**config.mk**
```make
export PLATFORM = sky130hd
export DESIGN_NAME = event_counter_timer_freq_meter_top
export DESIGN_NICKNAME = d
export VERILOG_FILES = /design/src/hw/rtl/ecf_pkg.sv /design/src/hw/rtl/event_counter_timer_freq_meter_top.sv
export SDC_FILE = /design/constraint.sdc
export NUM_CORES = 1
export LEC_CHECK = 0
export BUFFER_PORTS_ARGS = -buffer_cell sky130_fd_sc_hd__buf_2
export CORE_MARGIN = 10
export CORE_UTILIZATION = 50
export DETAILED_ROUTE_END_ITERATION = 8
export GPL_TIMING_DRIVEN = 0
export PLACE_DENSITY = 0.68
export SLEW_MARGIN = 20
export SYNTH_ARGS = -nofsm -noshare
export SYNTH_HDL_FRONTEND = slang
export SYNTH_SLANG_ARGS = --single-unit
```
**constraint.sdc**
```tcl
create_clock -name clk -period 8.1 [get_ports clk]
set_input_delay 0.81 -clock clk [delete_from_list [all_inputs] [get_ports clk]]
set_output_delay 0.81 -clock clk [all_outputs]
set_load 0.02 [all_outputs]
```
**src/hw/rtl/ecf_pkg.sv**
```systemverilog
`timescale 1ns / 1ps

package ecf_pkg;

	// field widths
	localparam int unsigned MS_W    = 32;
	localparam int unsigned COUNT_W = 32;
	localparam int unsigned FREQ_W  = 10;
	localparam int unsigned DAY_W   = 5;
	localparam int unsigned HOUR_W  = 5;
	localparam int unsigned MIN_W   = 6;
	localparam int unsigned SEC_W   = 6;
	localparam int unsigned MODE_W  = 2;

	// stream widths, padded to whole bytes
	localparam int unsigned IN_TDATA_W  = 64;
	localparam int unsigned OUT_TDATA_W = 80;

	// configuration port
	localparam int unsigned CFG_IDX_W  = 2;
	localparam int unsigned CFG_DATA_W = 2;

	// timing constants
	localparam logic [MS_W-1:0]   ELAPSED_LIMIT = MS_W'(999);
	localparam logic [FREQ_W-1:0] FREQ_MAX      = FREQ_W'(1000);

	// register indexes
	localparam logic [CFG_IDX_W-1:0] REG_COUNT_SRC = 2'd0;
	localparam logic [CFG_IDX_W-1:0] REG_TIMER_SRC = 2'd1;
	localparam logic [CFG_IDX_W-1:0] REG_COUNT_CLR = 2'd2;
	localparam logic [CFG_IDX_W-1:0] REG_TIMER_CLR = 2'd3;

	// source modes (anything else holds)
	localparam logic [MODE_W-1:0] MODE_OFF    = 2'd0;
	localparam logic [MODE_W-1:0] MODE_ACTIVE = 2'd1;

	// calendar clear intervals
	localparam logic [MODE_W-1:0] CLR_NONE    = 2'd0;
	localparam logic [MODE_W-1:0] CLR_HOURLY  = 2'd1;
	localparam logic [MODE_W-1:0] CLR_DAILY   = 2'd2;
	localparam logic [MODE_W-1:0] CLR_MONTHLY = 2'd3;

	// one service tick
	typedef struct packed {
		logic [MS_W-1:0]   now_ms;
		logic              count_level;
		logic              timer_level;
		logic              clear_count;
		logic              clear_timer;
		logic [DAY_W-1:0]  day;
		logic [HOUR_W-1:0] hour;
		logic [MIN_W-1:0]  minute;
		logic [SEC_W-1:0]  second;
	} tick_t;

endpackage

```
**src/hw/rtl/event_counter_timer_freq_meter_top.sv**
```systemverilog
`timescale 1ns / 1ps

// Event counter, on-time timer and frequency meter. Each transfer on the input
// stream is one service tick carrying the millisecond time, the counted and
// timed levels, clear requests and the calendar time; each tick yields exactly
// one output transfer with the event count, the on-time seconds and the last
// frequency readout (edges per window of more than 999 ms, clamped to 1000).
// A tick passes an input register and then a result register, and one tick per
// cycle is sustained while the output is not stalled: the whole update is a
// single pass of compares and increments on the state registers. Configuration
// writes are always taken (cfg_ready is high) and must only be issued while no
// tick is in flight.
module event_counter_timer_freq_meter_top
	import ecf_pkg::*;
(
	input  logic                   clk,
	input  logic                   arst_n,
	// input stream, tdata from bit 0: now_ms, count_level, timer_level,
	// clear_count, clear_timer, day, hour, minute, second, zero padding
	input  logic                   s_axis_tvalid,
	output logic                   s_axis_tready,
	input  logic [IN_TDATA_W-1:0]  s_axis_tdata,
	// output stream, tdata from bit 0: event_count, on_seconds, frequency,
	// zero padding
	output logic                   m_axis_tvalid,
	input  logic                   m_axis_tready,
	output logic [OUT_TDATA_W-1:0] m_axis_tdata,
	// configuration writes
	input  logic                   cfg_valid,
	output logic                   cfg_ready,
	input  logic [CFG_IDX_W-1:0]   cfg_index,
	input  logic [CFG_DATA_W-1:0]  cfg_data
);

	// configuration registers
	logic [MODE_W-1:0] count_mode_q, timer_mode_q, count_clr_q, timer_clr_q;

	// block state
	logic               last_level_q;
	logic [COUNT_W-1:0] event_counter_q;
	logic [MS_W-1:0]    window_start_q;
	logic [COUNT_W-1:0] window_edges_q;
	logic [FREQ_W-1:0]  frequency_q;
	logic [COUNT_W-1:0] on_time_q;
	logic [MS_W-1:0]    on_mark_q;

	// pipeline
	tick_t  tick_s1;
	logic   valid_s1;
	logic   advance;
	logic   step;
	tick_t  tick_in;

	// next state
	logic               last_level_d;
	logic [COUNT_W-1:0] event_counter_d;
	logic [MS_W-1:0]    window_start_d;
	logic [COUNT_W-1:0] window_edges_d;
	logic [FREQ_W-1:0]  frequency_d;
	logic [COUNT_W-1:0] on_time_d;
	logic [MS_W-1:0]    on_mark_d;
	logic [MS_W-1:0]    ws_tmp, mark_tmp;
	logic [COUNT_W-1:0] we_tmp;
	logic               at_hour, at_day, at_month;
	logic               clr_count_any, clr_timer_any;

	// output register
	logic                  out_valid_q;
	logic [COUNT_W-1:0]    out_event_q;
	logic [COUNT_W-1:0]    out_on_q;
	logic [FREQ_W-1:0]     out_freq_q;

	// handshakes
	assign advance       = !out_valid_q || m_axis_tready;
	assign s_axis_tready = !valid_s1 || advance;
	assign step          = valid_s1 && advance;
	assign cfg_ready     = 1'b1;

	// unpack the input transfer
	always_comb begin
		tick_in.now_ms      = s_axis_tdata[31:0];
		tick_in.count_level = s_axis_tdata[32];
		tick_in.timer_level = s_axis_tdata[33];
		tick_in.clear_count = s_axis_tdata[34];
		tick_in.clear_timer = s_axis_tdata[35];
		tick_in.day         = s_axis_tdata[40:36];
		tick_in.hour        = s_axis_tdata[45:41];
		tick_in.minute      = s_axis_tdata[51:46];
		tick_in.second      = s_axis_tdata[57:52];
	end

	// configuration write
	always_ff @(posedge clk or negedge arst_n) begin
		if (!arst_n) begin
			count_mode_q <= MODE_OFF;
			timer_mode_q <= MODE_OFF;
			count_clr_q  <= CLR_NONE;
			timer_clr_q  <= CLR_NONE;
		end else if (cfg_valid && cfg_ready) begin
			unique case (cfg_index)
				REG_COUNT_SRC: count_mode_q <= cfg_data;
				REG_TIMER_SRC: timer_mode_q <= cfg_data;
				REG_COUNT_CLR: count_clr_q  <= cfg_data;
				REG_TIMER_CLR: timer_clr_q  <= cfg_data;
				default: ;
			endcase
		end
	end

	// input register
	always_ff @(posedge clk or negedge arst_n) begin
		if (!arst_n) begin
			valid_s1 <= 1'b0;
		end else if (s_axis_tready) begin
			valid_s1 <= s_axis_tvalid;
		end
	end

	always_ff @(posedge clk) begin
		if (s_axis_tvalid && s_axis_tready) begin
			tick_s1 <= tick_in;
		end
	end

	// single-pass update of counters, window and timer
	always_comb begin
		last_level_d    = last_level_q;
		event_counter_d = event_counter_q;
		we_tmp          = window_edges_q;
		frequency_d     = frequency_q;
		on_time_d       = on_time_q;
		on_mark_d       = on_mark_q;

		// edge counting
		if (count_mode_q == MODE_OFF) begin
			event_counter_d = '0;
		end else if (count_mode_q == MODE_ACTIVE) begin
			last_level_d = tick_s1.count_level;
			if (tick_s1.count_level && !last_level_q) begin
				event_counter_d = event_counter_q + COUNT_W'(1);
				we_tmp          = window_edges_q + COUNT_W'(1);
			end
		end

		// frequency window, restarted on clock rollover
		ws_tmp = window_start_q;
		if (tick_s1.now_ms < window_start_q) begin
			ws_tmp = tick_s1.now_ms;
			we_tmp = '0;
		end
		window_start_d = ws_tmp;
		window_edges_d = we_tmp;
		if ((tick_s1.now_ms - ws_tmp) > ELAPSED_LIMIT) begin
			window_start_d = tick_s1.now_ms;
			window_edges_d = '0;
			if (we_tmp > COUNT_W'(FREQ_MAX)) begin
				frequency_d = FREQ_MAX;
			end else begin
				frequency_d = we_tmp[FREQ_W-1:0];
			end
		end

		// on-time timer
		mark_tmp = (tick_s1.now_ms < on_mark_q) ? '0 : on_mark_q;
		if (timer_mode_q == MODE_OFF) begin
			on_time_d = '0;
		end else if (timer_mode_q == MODE_ACTIVE) begin
			if (tick_s1.timer_level) begin
				on_mark_d = mark_tmp;
				if ((tick_s1.now_ms - mark_tmp) > ELAPSED_LIMIT) begin
					on_mark_d = tick_s1.now_ms;
					on_time_d = on_time_q + COUNT_W'(1);
				end
			end else begin
				on_mark_d = tick_s1.now_ms;
			end
		end

		// manual and calendar clears
		at_hour  = (tick_s1.minute == '0) && (tick_s1.second == '0);
		at_day   = at_hour && (tick_s1.hour == '0);
		at_month = at_day && (tick_s1.day == '0);
		clr_count_any = tick_s1.clear_count
			|| (at_month && count_clr_q == CLR_MONTHLY)
			|| (at_day && count_clr_q == CLR_DAILY)
			|| (at_hour && count_clr_q == CLR_HOURLY);
		clr_timer_any = tick_s1.clear_timer
			|| (at_month && timer_clr_q == CLR_MONTHLY)
			|| (at_day && timer_clr_q == CLR_DAILY)
			|| (at_hour && timer_clr_q == CLR_HOURLY);
		if (clr_count_any) begin
			event_counter_d = '0;
		end
		if (clr_timer_any) begin
			on_time_d = '0;
		end
	end

	// state registers
	always_ff @(posedge clk or negedge arst_n) begin
		if (!arst_n) begin
			last_level_q    <= 1'b0;
			event_counter_q <= '0;
			window_start_q  <= '0;
			window_edges_q  <= '0;
			frequency_q     <= '0;
			on_time_q       <= '0;
			on_mark_q       <= '0;
		end else if (step) begin
			last_level_q    <= last_level_d;
			event_counter_q <= event_counter_d;
			window_start_q  <= window_start_d;
			window_edges_q  <= window_edges_d;
			frequency_q     <= frequency_d;
			on_time_q       <= on_time_d;
			on_mark_q       <= on_mark_d;
		end
	end

	// result register
	always_ff @(posedge clk or negedge arst_n) begin
		if (!arst_n) begin
			out_valid_q <= 1'b0;
		end else if (advance) begin
			out_valid_q <= valid_s1;
		end
	end

	always_ff @(posedge clk) begin
		if (step) begin
			out_event_q <= event_counter_d;
			out_on_q    <= on_time_d;
			out_freq_q  <= frequency_d;
		end
	end

	assign m_axis_tvalid = out_valid_q;
	assign m_axis_tdata  = {6'b0, out_freq_q, out_on_q, out_event_q};

endmodule

```
==> results of run 1 <==
==> logic make-up (layout without fill, tap and decap cells) <==
| logic type | Yosys count | count (layout) | synth area share |
|---|---|---|---|
| xor gates and xnor gates | 76 | 76 | 0.0321 |
| buffers and inverters | 224 | 437 | 0.0457 |
| DFF | 313 | 313 | 0.410 |
| other | 2 | 7 | 0.000363 |
| and+or+nand+nor | 834 | 834 | 0.196 |
| muxes | 76 | 76 | 0.0404 |
| AOI/OAI and AO/OA | 588 | 588 | 0.196 |
| adders and majority gates | 130 | 130 | 0.0792 |
==> metal layers <==
| layer | vias up | track usage | part of all wire |
|---|---|---|---|
| met5 | - | 0 | 0 |
| met1 | 8645 | 0.288 | 0.43 |
| li1 | 8686 | - | - |
| met3 | 136 | 0.0362 | 0.062 |
| met4 | 0 | 0.0974 | 0.038 |
| met2 | 667 | 0.362 | 0.47 |
==> cell type report <==
class	instances	share of cell area
clock buffer	53	0.0455
tap	532	0.0283
timing repair buffer	146	0.0354
clock inverter	14	0.00671
buffer	126	0.0249
inverter	98	0.0157
sequential	313	0.362
multi-input combinational	1711	0.482
==> worst max-delay path, delay by kind of cell, from the launching register on <==
family,cells,cell delay (ps)
flip-flops,1,550
adder cells (fa/ha/maj),2,770
buffers and inverters,3,1160
AO/OA/AOI/OAI,9,2540
AND/OR/NAND/NOR,7,2010
XOR/XNOR,1,120
multiplexers,1,410
==> cell usage after synthesis (all sizes together), types with 39 or more instances <==
library cell and n:
dfrtp 181, buf 41, clkbuf 85, o21ai 104
inv 98, o31ai 40, edfxtp 132, a21o 39
nand4 58, mux2 61, a22o 54, xnor2 39
nand3 88, nand2 241, nor3 47, nor2 197
a21oi 145, ha 128
==> flip-flops by register name, indices dropped and copies added (netlist names) <==
signal,cells
count_clr_q,2
count_mode_q,2
event_counter_q,32
frequency_q,10
last_level_q,1
m_axis_tvalid,1
on_mark_q,32
on_time_q,32
out_event_q,32
out_freq_q,10
out_on_q,32
tick_s1,58
timer_clr_q,2
timer_mode_q,2
valid_s1,1
window_edges_q,32
window_start_q,32
==> how the worst max path moves through the flow <==
| stage | from | endpoint | depth (start not counted) |
|---|---|---|---|
| floorplan | tick_s1[31] | out_on_q[13] | 25 |
| global placement | tick_s1[33] | window_edges_q[11] | 24 |
| detailed placement | tick_s1[33] | out_freq_q[0] | 24 |
| CTS | tick_s1[33] | out_freq_q[0] | 24 |
| global route | tick_s1[33] | out_freq_q[0] | 23 |
| finish | tick_s1[33] | out_freq_q[0] | 23 |
==> through the flow <==
stage / area, µm² / total power, W
detailed placement: 22200 / 0.00438
global placement: 22100 / 0.00432
finish: 23500 / 0.00609
global route: 23500 / 0.00651
floorplan: 20700 / 0.00376
CTS: 23500 / 0.00610
==> timing repair <==
action / in CTS / in global routing
hold buffers: 0 / 0
hold endpoints to repair: 0 / 0
pin swaps: 0 / 0
setup endpoints to repair: 30 / 109
gates resized for setup: 1 / 6
==> report_power, final <==
part | total [W] | internal [W] | switching, W
sequential | 0.00200 | 0.00184 | 0.000153
clock | 0.00169 | 0.00102 | 0.000672
combinational | 0.00241 | 0.000922 | 0.00149
total | 0.00609 | 0.00378 | 0.00231
==> run summary, run 1 <==
min-delay worst type: in -> async
Max Clock Skew: 28.2 ps
Setup WS pre-CTS: -197 ps
first-pass GRT wire length: 92300 µm
initial drt markers: 1691
outcome: complete, no violations
# rows: 74
most frequent cells in the layout: nand2_1, nor2_1, dfrtp_1, buf_2, a21oi_1
worst skew pair latency: 550 ps
hpwl dp: 42800 µm
placed insts: 2926
distinct cell type count after synthesis: 88
commonest non-fill, non-tap cell in the layout: nand2_1
Yosys warnings: 0
All-Layer GR Usage: 0.222
WP data arrival: 8100 ps
vias per inst: 6.06
routed len/inst: 19.2 µm
Synth top area share: 0.219
Final min period: 7810 ps
number of synthesized flops with an enable pin: 132
post-route worst setup slack: 292 ps
Fmax: 0.128 GHz
post-synthesis average cell area: 9.24 µm²
RePlAce Congestion: 0.918
layout cell share with drive strength beyond 1: 0.134
Die H: 224 µm
CP max stage delay: 550 ps
final hold slack: 228 ps
CTS Root Cell: clkbuf_16
RSZ-0062 raised after global routing: no
H-tree depth: 2
nets: 2636
most used cell along the critical path: a21oi_1
Leak: 10.1 nW
reg-to-reg slack, setup: 290 ps
worst r2r src: tick_s1[33]
TritonCTS clock tree: done
async set or reset register ratio after synthesis: 0.578
PwrDens: 259 nW/µm²
Peak VDD IR: 0.180 mV
Max Cap Violations: 0
final core occ: 0.574
ranking of synthesized cells by area: dfrtp_1, edfxtp_1, ha_1
cell count after synthesis: 2243
top-level I/O count: 156
Final TNS setup: 0 ps
Die Footprint: 50000 µm²
RR Endpoint: out_freq_q[0]
Yosys top cell by area: dfrtp_1
Crit path required time: 8390 ps
Antenna Nets Post-Route: 0
Seq/Total Area, Yosys: 0.410
Post-CTS Setup Repair Bufs: 0
Pins Over Slew Limit: 0
CP cell instances: ha_1 -> a211o_1 -> a21oi_1 -> o21ai_0 -> a211oi_1 -> o31ai_1 -> a21oi_4 -> clkbuf_2 -> clkbuf_1 -> a21oi_1 -> fa_1 -> a21o_1 -> a221oi_1 -> nor4_2 -> nor3_1 -> xnor2_1 -> nor4_1 -> nor4b_1 -> and4b_1 -> nand3_1 -> nor2_1 -> buf_2 -> mux2_2
GRT Residual Overflow: 0
#FFs+latches synth: 313
drc violations: 0
area of the multi-input gates: 11300 µm²
fin crit share: 0.964
IO Port Bufs: 142
first drt pass iteration count: 5
Finished Layout Cells: 2993
CP Max Fanout: 10
WS Path Type: reg -> reg
final WL: 57600 µm
area grow syn2layout: 13.4%
Post-synth top flop: dfrtp_1
Final setup viols: 0
core area: 40900 µm²
maximum root-to-sink buffer count: 3
Starting Density: 0.506
CP Launch Type: flip-flop
largest net degree at the start of global routing: 98
filler cell count: 3637
R2R depth: 23
Slew HR: 0.224
CTS buffer count: 37
# diodes: 0
slowest CP cell: edfxtp_1
Final Hold Viols: 0
initial antenna violation count: 0
vias in the first global route: 17800
via count: 18100
CP Capture Type: flip-flop
Worst-Margin Slew: 1160 ps
Mapped Area: 20700 µm²
clock slew at reported path FFs: 60 ps
DIE WIDTH: 224 µm
Clock Sinks: 313
sequential cell area: 8490 µm²
Power figures use the tool's default switching activity.
==> run 2, diff against run 1 <==
--- a/config.mk
+++ b/config.mk
@@ -6,11 +6,12 @@
 export NUM_CORES = 1
 export LEC_CHECK = 0
 export BUFFER_PORTS_ARGS = -buffer_cell sky130_fd_sc_hd__buf_2
+export CORE_ASPECT_RATIO = 1.4
 export CORE_MARGIN = 10
 export CORE_UTILIZATION = 50
 export DETAILED_ROUTE_END_ITERATION = 8
 export GPL_TIMING_DRIVEN = 0
-export PLACE_DENSITY = 0.68
+export PLACE_DENSITY_LB_ADDON = 0.15
 export SLEW_MARGIN = 20
 export SYNTH_ARGS = -nofsm -noshare
 export SYNTH_HDL_FRONTEND = slang
==> constraint.sdc (replaced) <==
create_clock -name clk -period 9.1 [get_ports clk]
set_input_delay 0.91 -clock clk [delete_from_list [all_inputs] [get_ports clk]]
set_output_delay 0.91 -clock clk [all_outputs]
set_load 0.02 [all_outputs]
==> run 2 against run 1 <==
Clock-buffer cell count fell by 15. Die area rose by 0.23%. Final cell count barely moved. Global-route usage rose by 0.091 points. Wire length fell by 0.13%. Sequential cell count did not move. Non-clock buffer count did not move. Largest power group unchanged.
==> run summary, run 2 (synthesized netlist as in run 1, its figures left out) <==
outcome: complete, no violations
worst skew pair latency: 590 ps
maximum root-to-sink buffer count: 3
P_int: 0.00322 W
R2R depth: 25
Final setup viols: 0
Crit path required time: 9580 ps
Fmax: 0.122 GHz
vias per inst: 6.03
CTS buffer count: 31
CTS Root Cell: clkbuf_16
Buf+Inv Stages, Crit Path: 4
Die H: 261 µm
Slew HR: 0.237
Clock Sinks: 313
sequential fraction of design power: 0.341
slowest CP cell: edfxtp_1
min-delay worst type: in -> async
Switch Pwr: 0.00201 W
Max Cap Violations: 0
sequential cell area: 8490 µm²
Max Clock Skew: 28.1 ps
routed len/inst: 19.2 µm
RePlAce Congestion: 0.954
initial drt markers: 1053
Starting Density: 0.504
first-pass GRT wire length: 91800 µm
Final min period: 8180 ps
Logic pwr share: 0.407
Finished Layout Cells: 2994
Die Footprint: 50100 µm²
vias in the first global route: 17800
Final TNS setup: 0 ps
fin crit share: 0.899
core area: 41100 µm²
H-tree depth: 1
CP Max Fanout: 10
Leak: 9.97 nW
# rows: 88
CP Launch Type: flip-flop
drc violations: 0
initial antenna violation count: 1
most frequent cells in the layout: nand2_1, nor2_1, dfrtp_1, buf_2, a21oi_1
filler cell count: 3640
IO Port Bufs: 142
All-Layer GR Usage: 0.223
placed insts: 2934
WP data arrival: 8660 ps
Post-CTS Setup Repair Bufs: 0
DIE WIDTH: 192 µm
hpwl dp: 44000 µm
via count: 18000
Antenna Nets Post-Route: 0
commonest non-fill, non-tap cell in the layout: nand2_1
first drt pass iteration count: 5
CTS resizes: 0
reg-to-reg slack, setup: 920 ps
RSZ-0062 raised after global routing: no
top-level I/O count: 156
clock slew at reported path FFs: 70 ps
Worst-Margin Slew: 1140 ps
final hold slack: 287 ps
Largest delay share family, worst path: compound AO/OA/AOI/OAI gates
GRT Residual Overflow: 0
area grow syn2layout: 12.5%
clock power share: 0.253
final WL: 57500 µm
WS Path Type: reg -> reg
layout cell share with drive strength beyond 1: 0.133
Peak VDD IR: 0.210 mV
worst r2r src: tick_s1[35]
CP max stage delay: 620 ps
RR Endpoint: window_edges_q[28]
nets: 2630
PwrDens: 225 nW/µm²
CTS Hold Buffers Added: 0
max reg flops: 58
TritonCTS clock tree: done
area of the multi-input gates: 11300 µm²
largest net degree at the start of global routing: 69
Pins Over Slew Limit: 0
Sw Share: 0.385
CP Capture Type: flip-flop
most used cell along the critical path: clkbuf_1
Largest Register: tick_s1
Final Hold Viols: 0
[run 2: cell types whose count changed in the layout (fill, tap and decap cells not counted), sizes merged]
| cell | before | now |
|---|---|---|
| diode | 0 | 2 |
| clkbuf | 138 | 123 |
| clkinvlp | 0 | 4 |
| inv | 99 | 101 |
[run 2: metrics by stage]
stage	cell area [µm²]	power [W]	utilization	setup WS, ps
global placement	22100	0.00386	0.539	958
finish	23300	0.00523	0.568	920
detailed placement	22200	0.00390	0.541	1030
CTS	23300	0.00525	0.567	1050
floorplan	20700	0.00335	-	3160
global route	23300	0.00559	0.568	325
[run 2: how the worst max path moves through the flow]
stage          cells past startpoint         from                  to
2_1_floorplan                     25  tick_s1[31]        out_on_q[13]
6_report                          25  tick_s1[35]  window_edges_q[28]
3_5_place_dp                      25  tick_s1[35]  window_edges_q[28]
5_1_grt                           25  tick_s1[35]  window_edges_q[28]
4_1_cts                           25  tick_s1[35]  window_edges_q[28]
3_3_place_gp                      25  tick_s1[35]  window_edges_q[11]
[run 2: final cells by class]
cell class              count  area share
well taps                 540      0.0290
clock buffers              38      0.0370
diodes                      2    0.000215
flip-flops and latches    313       0.364
inverters                  98      0.0158
clock inverters            20     0.00870
multi-input cells        1711       0.485
repair buffers            146      0.0353
plain buffers             126      0.0250
[run 2: power by group through the flow]
stage / sequential (W) / combinational (W) / clock (W)
after floorplan: 0.00179 / 0.00156 / 0
after global placement: 0.00181 / 0.00205 / 0
after detailed placement: 0.00180 / 0.00210 / 0
after CTS: 0.00178 / 0.00211 / 0.00135
after global routing: 0.00180 / 0.00238 / 0.00141
final: 0.00178 / 0.00213 / 0.00132
[run 2: routing by layer]
layer | part of all wire | GRT usage
met2 | 0.52 | 0.415
met1 | 0.39 | 0.251
met4 | 0.037 | 0.0878
met5 | 0 | 0
met3 | 0.055 | 0.0290
[run 2: worst register-to-register path: stages, from the launching register on]
cell and delay [ps]:
edfxtp_1 620, ha_1 390, a21oi_1 120, nor2_1 50, a211oi_1 300, o21ai_0 130
a211oi_1 370, o31ai_1 170, a21oi_1 600, clkbuf_1 550, clkbuf_1 440, a21oi_1 200
fa_1 410, a21o_1 180, a221oi_1 540, nor4_1 200, o31ai_1 530, o22ai_1 180
a221oi_1 350, nor4_1 100, o311a_1 180, nand4_1 160, clkbuf_1 400, clkbuf_1 540
o21ai_0 150, a22o_1 210
==> run 3, diff against run 2 <==
--- a/config.mk
+++ b/config.mk
@@ -7,10 +7,11 @@
 export LEC_CHECK = 0
 export BUFFER_PORTS_ARGS = -buffer_cell sky130_fd_sc_hd__buf_2
 export CORE_ASPECT_RATIO = 1.4
-export CORE_MARGIN = 10
+export CORE_MARGIN = 8
 export CORE_UTILIZATION = 50
 export DETAILED_ROUTE_END_ITERATION = 8
 export GPL_TIMING_DRIVEN = 0
+export MAX_ROUTING_LAYER = met4
 export PLACE_DENSITY_LB_ADDON = 0.15
 export SLEW_MARGIN = 20
 export SYNTH_ARGS = -nofsm -noshare
==> run 3 against run 2 <==
Clock-buffer cell count is 6 higher. Combinational power barely moved. Clock skew up 1.2 ps. Fmax about the same. Design area is essentially flat. Non-clock buffer count did not move. Clock power rose by 3%. Sequential share of layout area hardly changed. Critical path depth is the same. Wire length is 1.9% higher. Via count rose by 0.19%.
==> run summary, run 3 (synthesized netlist as in run 1, its figures left out) <==
Pins Over Slew Limit: 0
Final TNS setup: 0 ps
CP Capture Type: flip-flop
Peak VDD IR: 0.190 mV
final core occ: 0.568
# rows: 88
first-pass GRT wire length: 94800 µm
filler cell count: 3743
final hold slack: 263 ps
worst skew pair latency: 530 ps
TritonCTS clock tree: done
fin crit share: 0.900
Antenna Nets Post-Route: 0
clock slew at reported path FFs: 60 ps
routed len/inst: 19.6 µm
CP Launch Type: flip-flop
layout cell share with drive strength beyond 1: 0.129
Die Footprint: 48300 µm²
IO Port Bufs: 142
vias per inst: 6.03
drc violations: 0
Slew HR: 0.307
CTS Root Cell: clkbuf_16
RR Endpoint: window_edges_q[28]
RSZ-0062 raised after global routing: no
initial drt markers: 1065
top-level I/O count: 156
PwrDens: 227 nW/µm²
outcome: complete, no violations
Fmax: 0.122 GHz
WS Path Type: reg -> reg
vias in the first global route: 18200
met2 Use GR: 0.440
Clock Sinks: 313
maximum root-to-sink buffer count: 3
most frequent cells in the layout: nand2_1, nor2_1, dfrtp_1, buf_2, a21oi_1
Crit path required time: 9510 ps
Final Hold Viols: 0
reg-to-reg slack, setup: 910 ps
worst r2r src: tick_s1[37]
R2R depth: 25
core area: 41100 µm²
Leak: 9.97 nW
Largest Register: tick_s1
via count: 18100
hpwl dp: 44800 µm
CTS Hold Buffers Added: 0
commonest non-fill, non-tap cell in the layout: nand2_1
M3 GR Usage: 0.0307
final WL: 58600 µm
Die H: 257 µm
GRT Residual Overflow: 0
met1 Track Usage GR: 0.265
first drt pass iteration count: 5
RePlAce Congestion: 0.925
largest net degree at the start of global routing: 70
min-delay worst type: in -> async
CP Max Fanout: 10
Max Cap Violations: 0
H-tree depth: 2
Max Clock Skew: 29.3 ps
Starting Density: 0.504
DIE WIDTH: 188 µm
area grow syn2layout: 12.6%
Top Usage Layer GRT: met2
CTS buffer count: 34
Final min period: 8190 ps
max reg flops: 58
All-Layer GR Usage: 0.244
WP data arrival: 8590 ps
CTS resizes: 0
Worst-Margin Slew: 1030 ps
initial antenna violation count: 1
Post-CTS Setup Repair Bufs: 0
Final setup viols: 0
nets: 2633
run 3: metrics by stage:
stage | std cells | worst slack, ps | total power, W | cell area, µm²
after global placement | 2930 | 1000 | 0.00388 | 22100
after floorplan | 2248 | 3160 | 0.00335 | 20700
after CTS | 2995 | 1040 | 0.00531 | 23300
after detailed placement | 2934 | 1050 | 0.00393 | 22200
final | 2996 | 914 | 0.00530 | 23300
after global routing | 2996 | 347 | 0.00563 | 23300
run 3: how the worst max path moves through the flow:
stage	from	end	cells after the start
global route	tick_s1[35]	window_edges_q[28]	25
detailed placement	tick_s1[35]	window_edges_q[28]	25
global placement	tick_s1[35]	window_edges_q[11]	25
CTS	tick_s1[35]	window_edges_q[28]	25
finish	tick_s1[37]	window_edges_q[28]	25
floorplan	tick_s1[31]	out_on_q[13]	25
run 3: where the power goes:
group / leakage, nW / internal, W / switching [W]
combinational: 5.77 / 0.000820 / 0.00134
sequential: 3.68 / 0.00164 / 0.000140
clock: 0.523 / 0.000799 / 0.000563
total: 9.97 / 0.00326 / 0.00204
run 3: critical path, cell delays in order (launching register included):
cell,delay [ps]
edfxtp_1,660
ha_1,340
nand2_1,120
nor2_1,60
a211oi_1,370
o21ai_0,140
a211oi_1,420
o31ai_1,190
a21oi_1,610
clkbuf_1,500
clkbuf_1,440
a21oi_1,200
fa_1,410
a21o_1,190
a221oi_1,550
nor4_1,190
o31ai_1,480
o22ai_1,180
a221oi_1,340
nor4_1,110
o311a_1,160
nand4_1,160
clkbuf_1,360
clkbuf_1,520
o21ai_0,160
a22o_1,210
run 3: final cells by class:
type | instances | area (µm²) | area share
multi-input cells | 1711 | 11300 | 0.484
flip-flops and latches | 313 | 8490 | 0.364
clock buffers | 44 | 920 | 0.0394
repair buffers | 146 | 823 | 0.0353
well taps | 540 | 676 | 0.0290
plain buffers | 126 | 583 | 0.0250
inverters | 98 | 368 | 0.0158
clock inverters | 17 | 160 | 0.00687
diodes | 1 | 2.50 | 0.000107
run 3: per-layer routing:
layer | up-vias | wire (µm)
met5 | - | 0
met1 | 8706 | 22900
met2 | 540 | 30500
li1 | 8676 | -
met4 | 0 | 2450
met3 | 157 | 2720
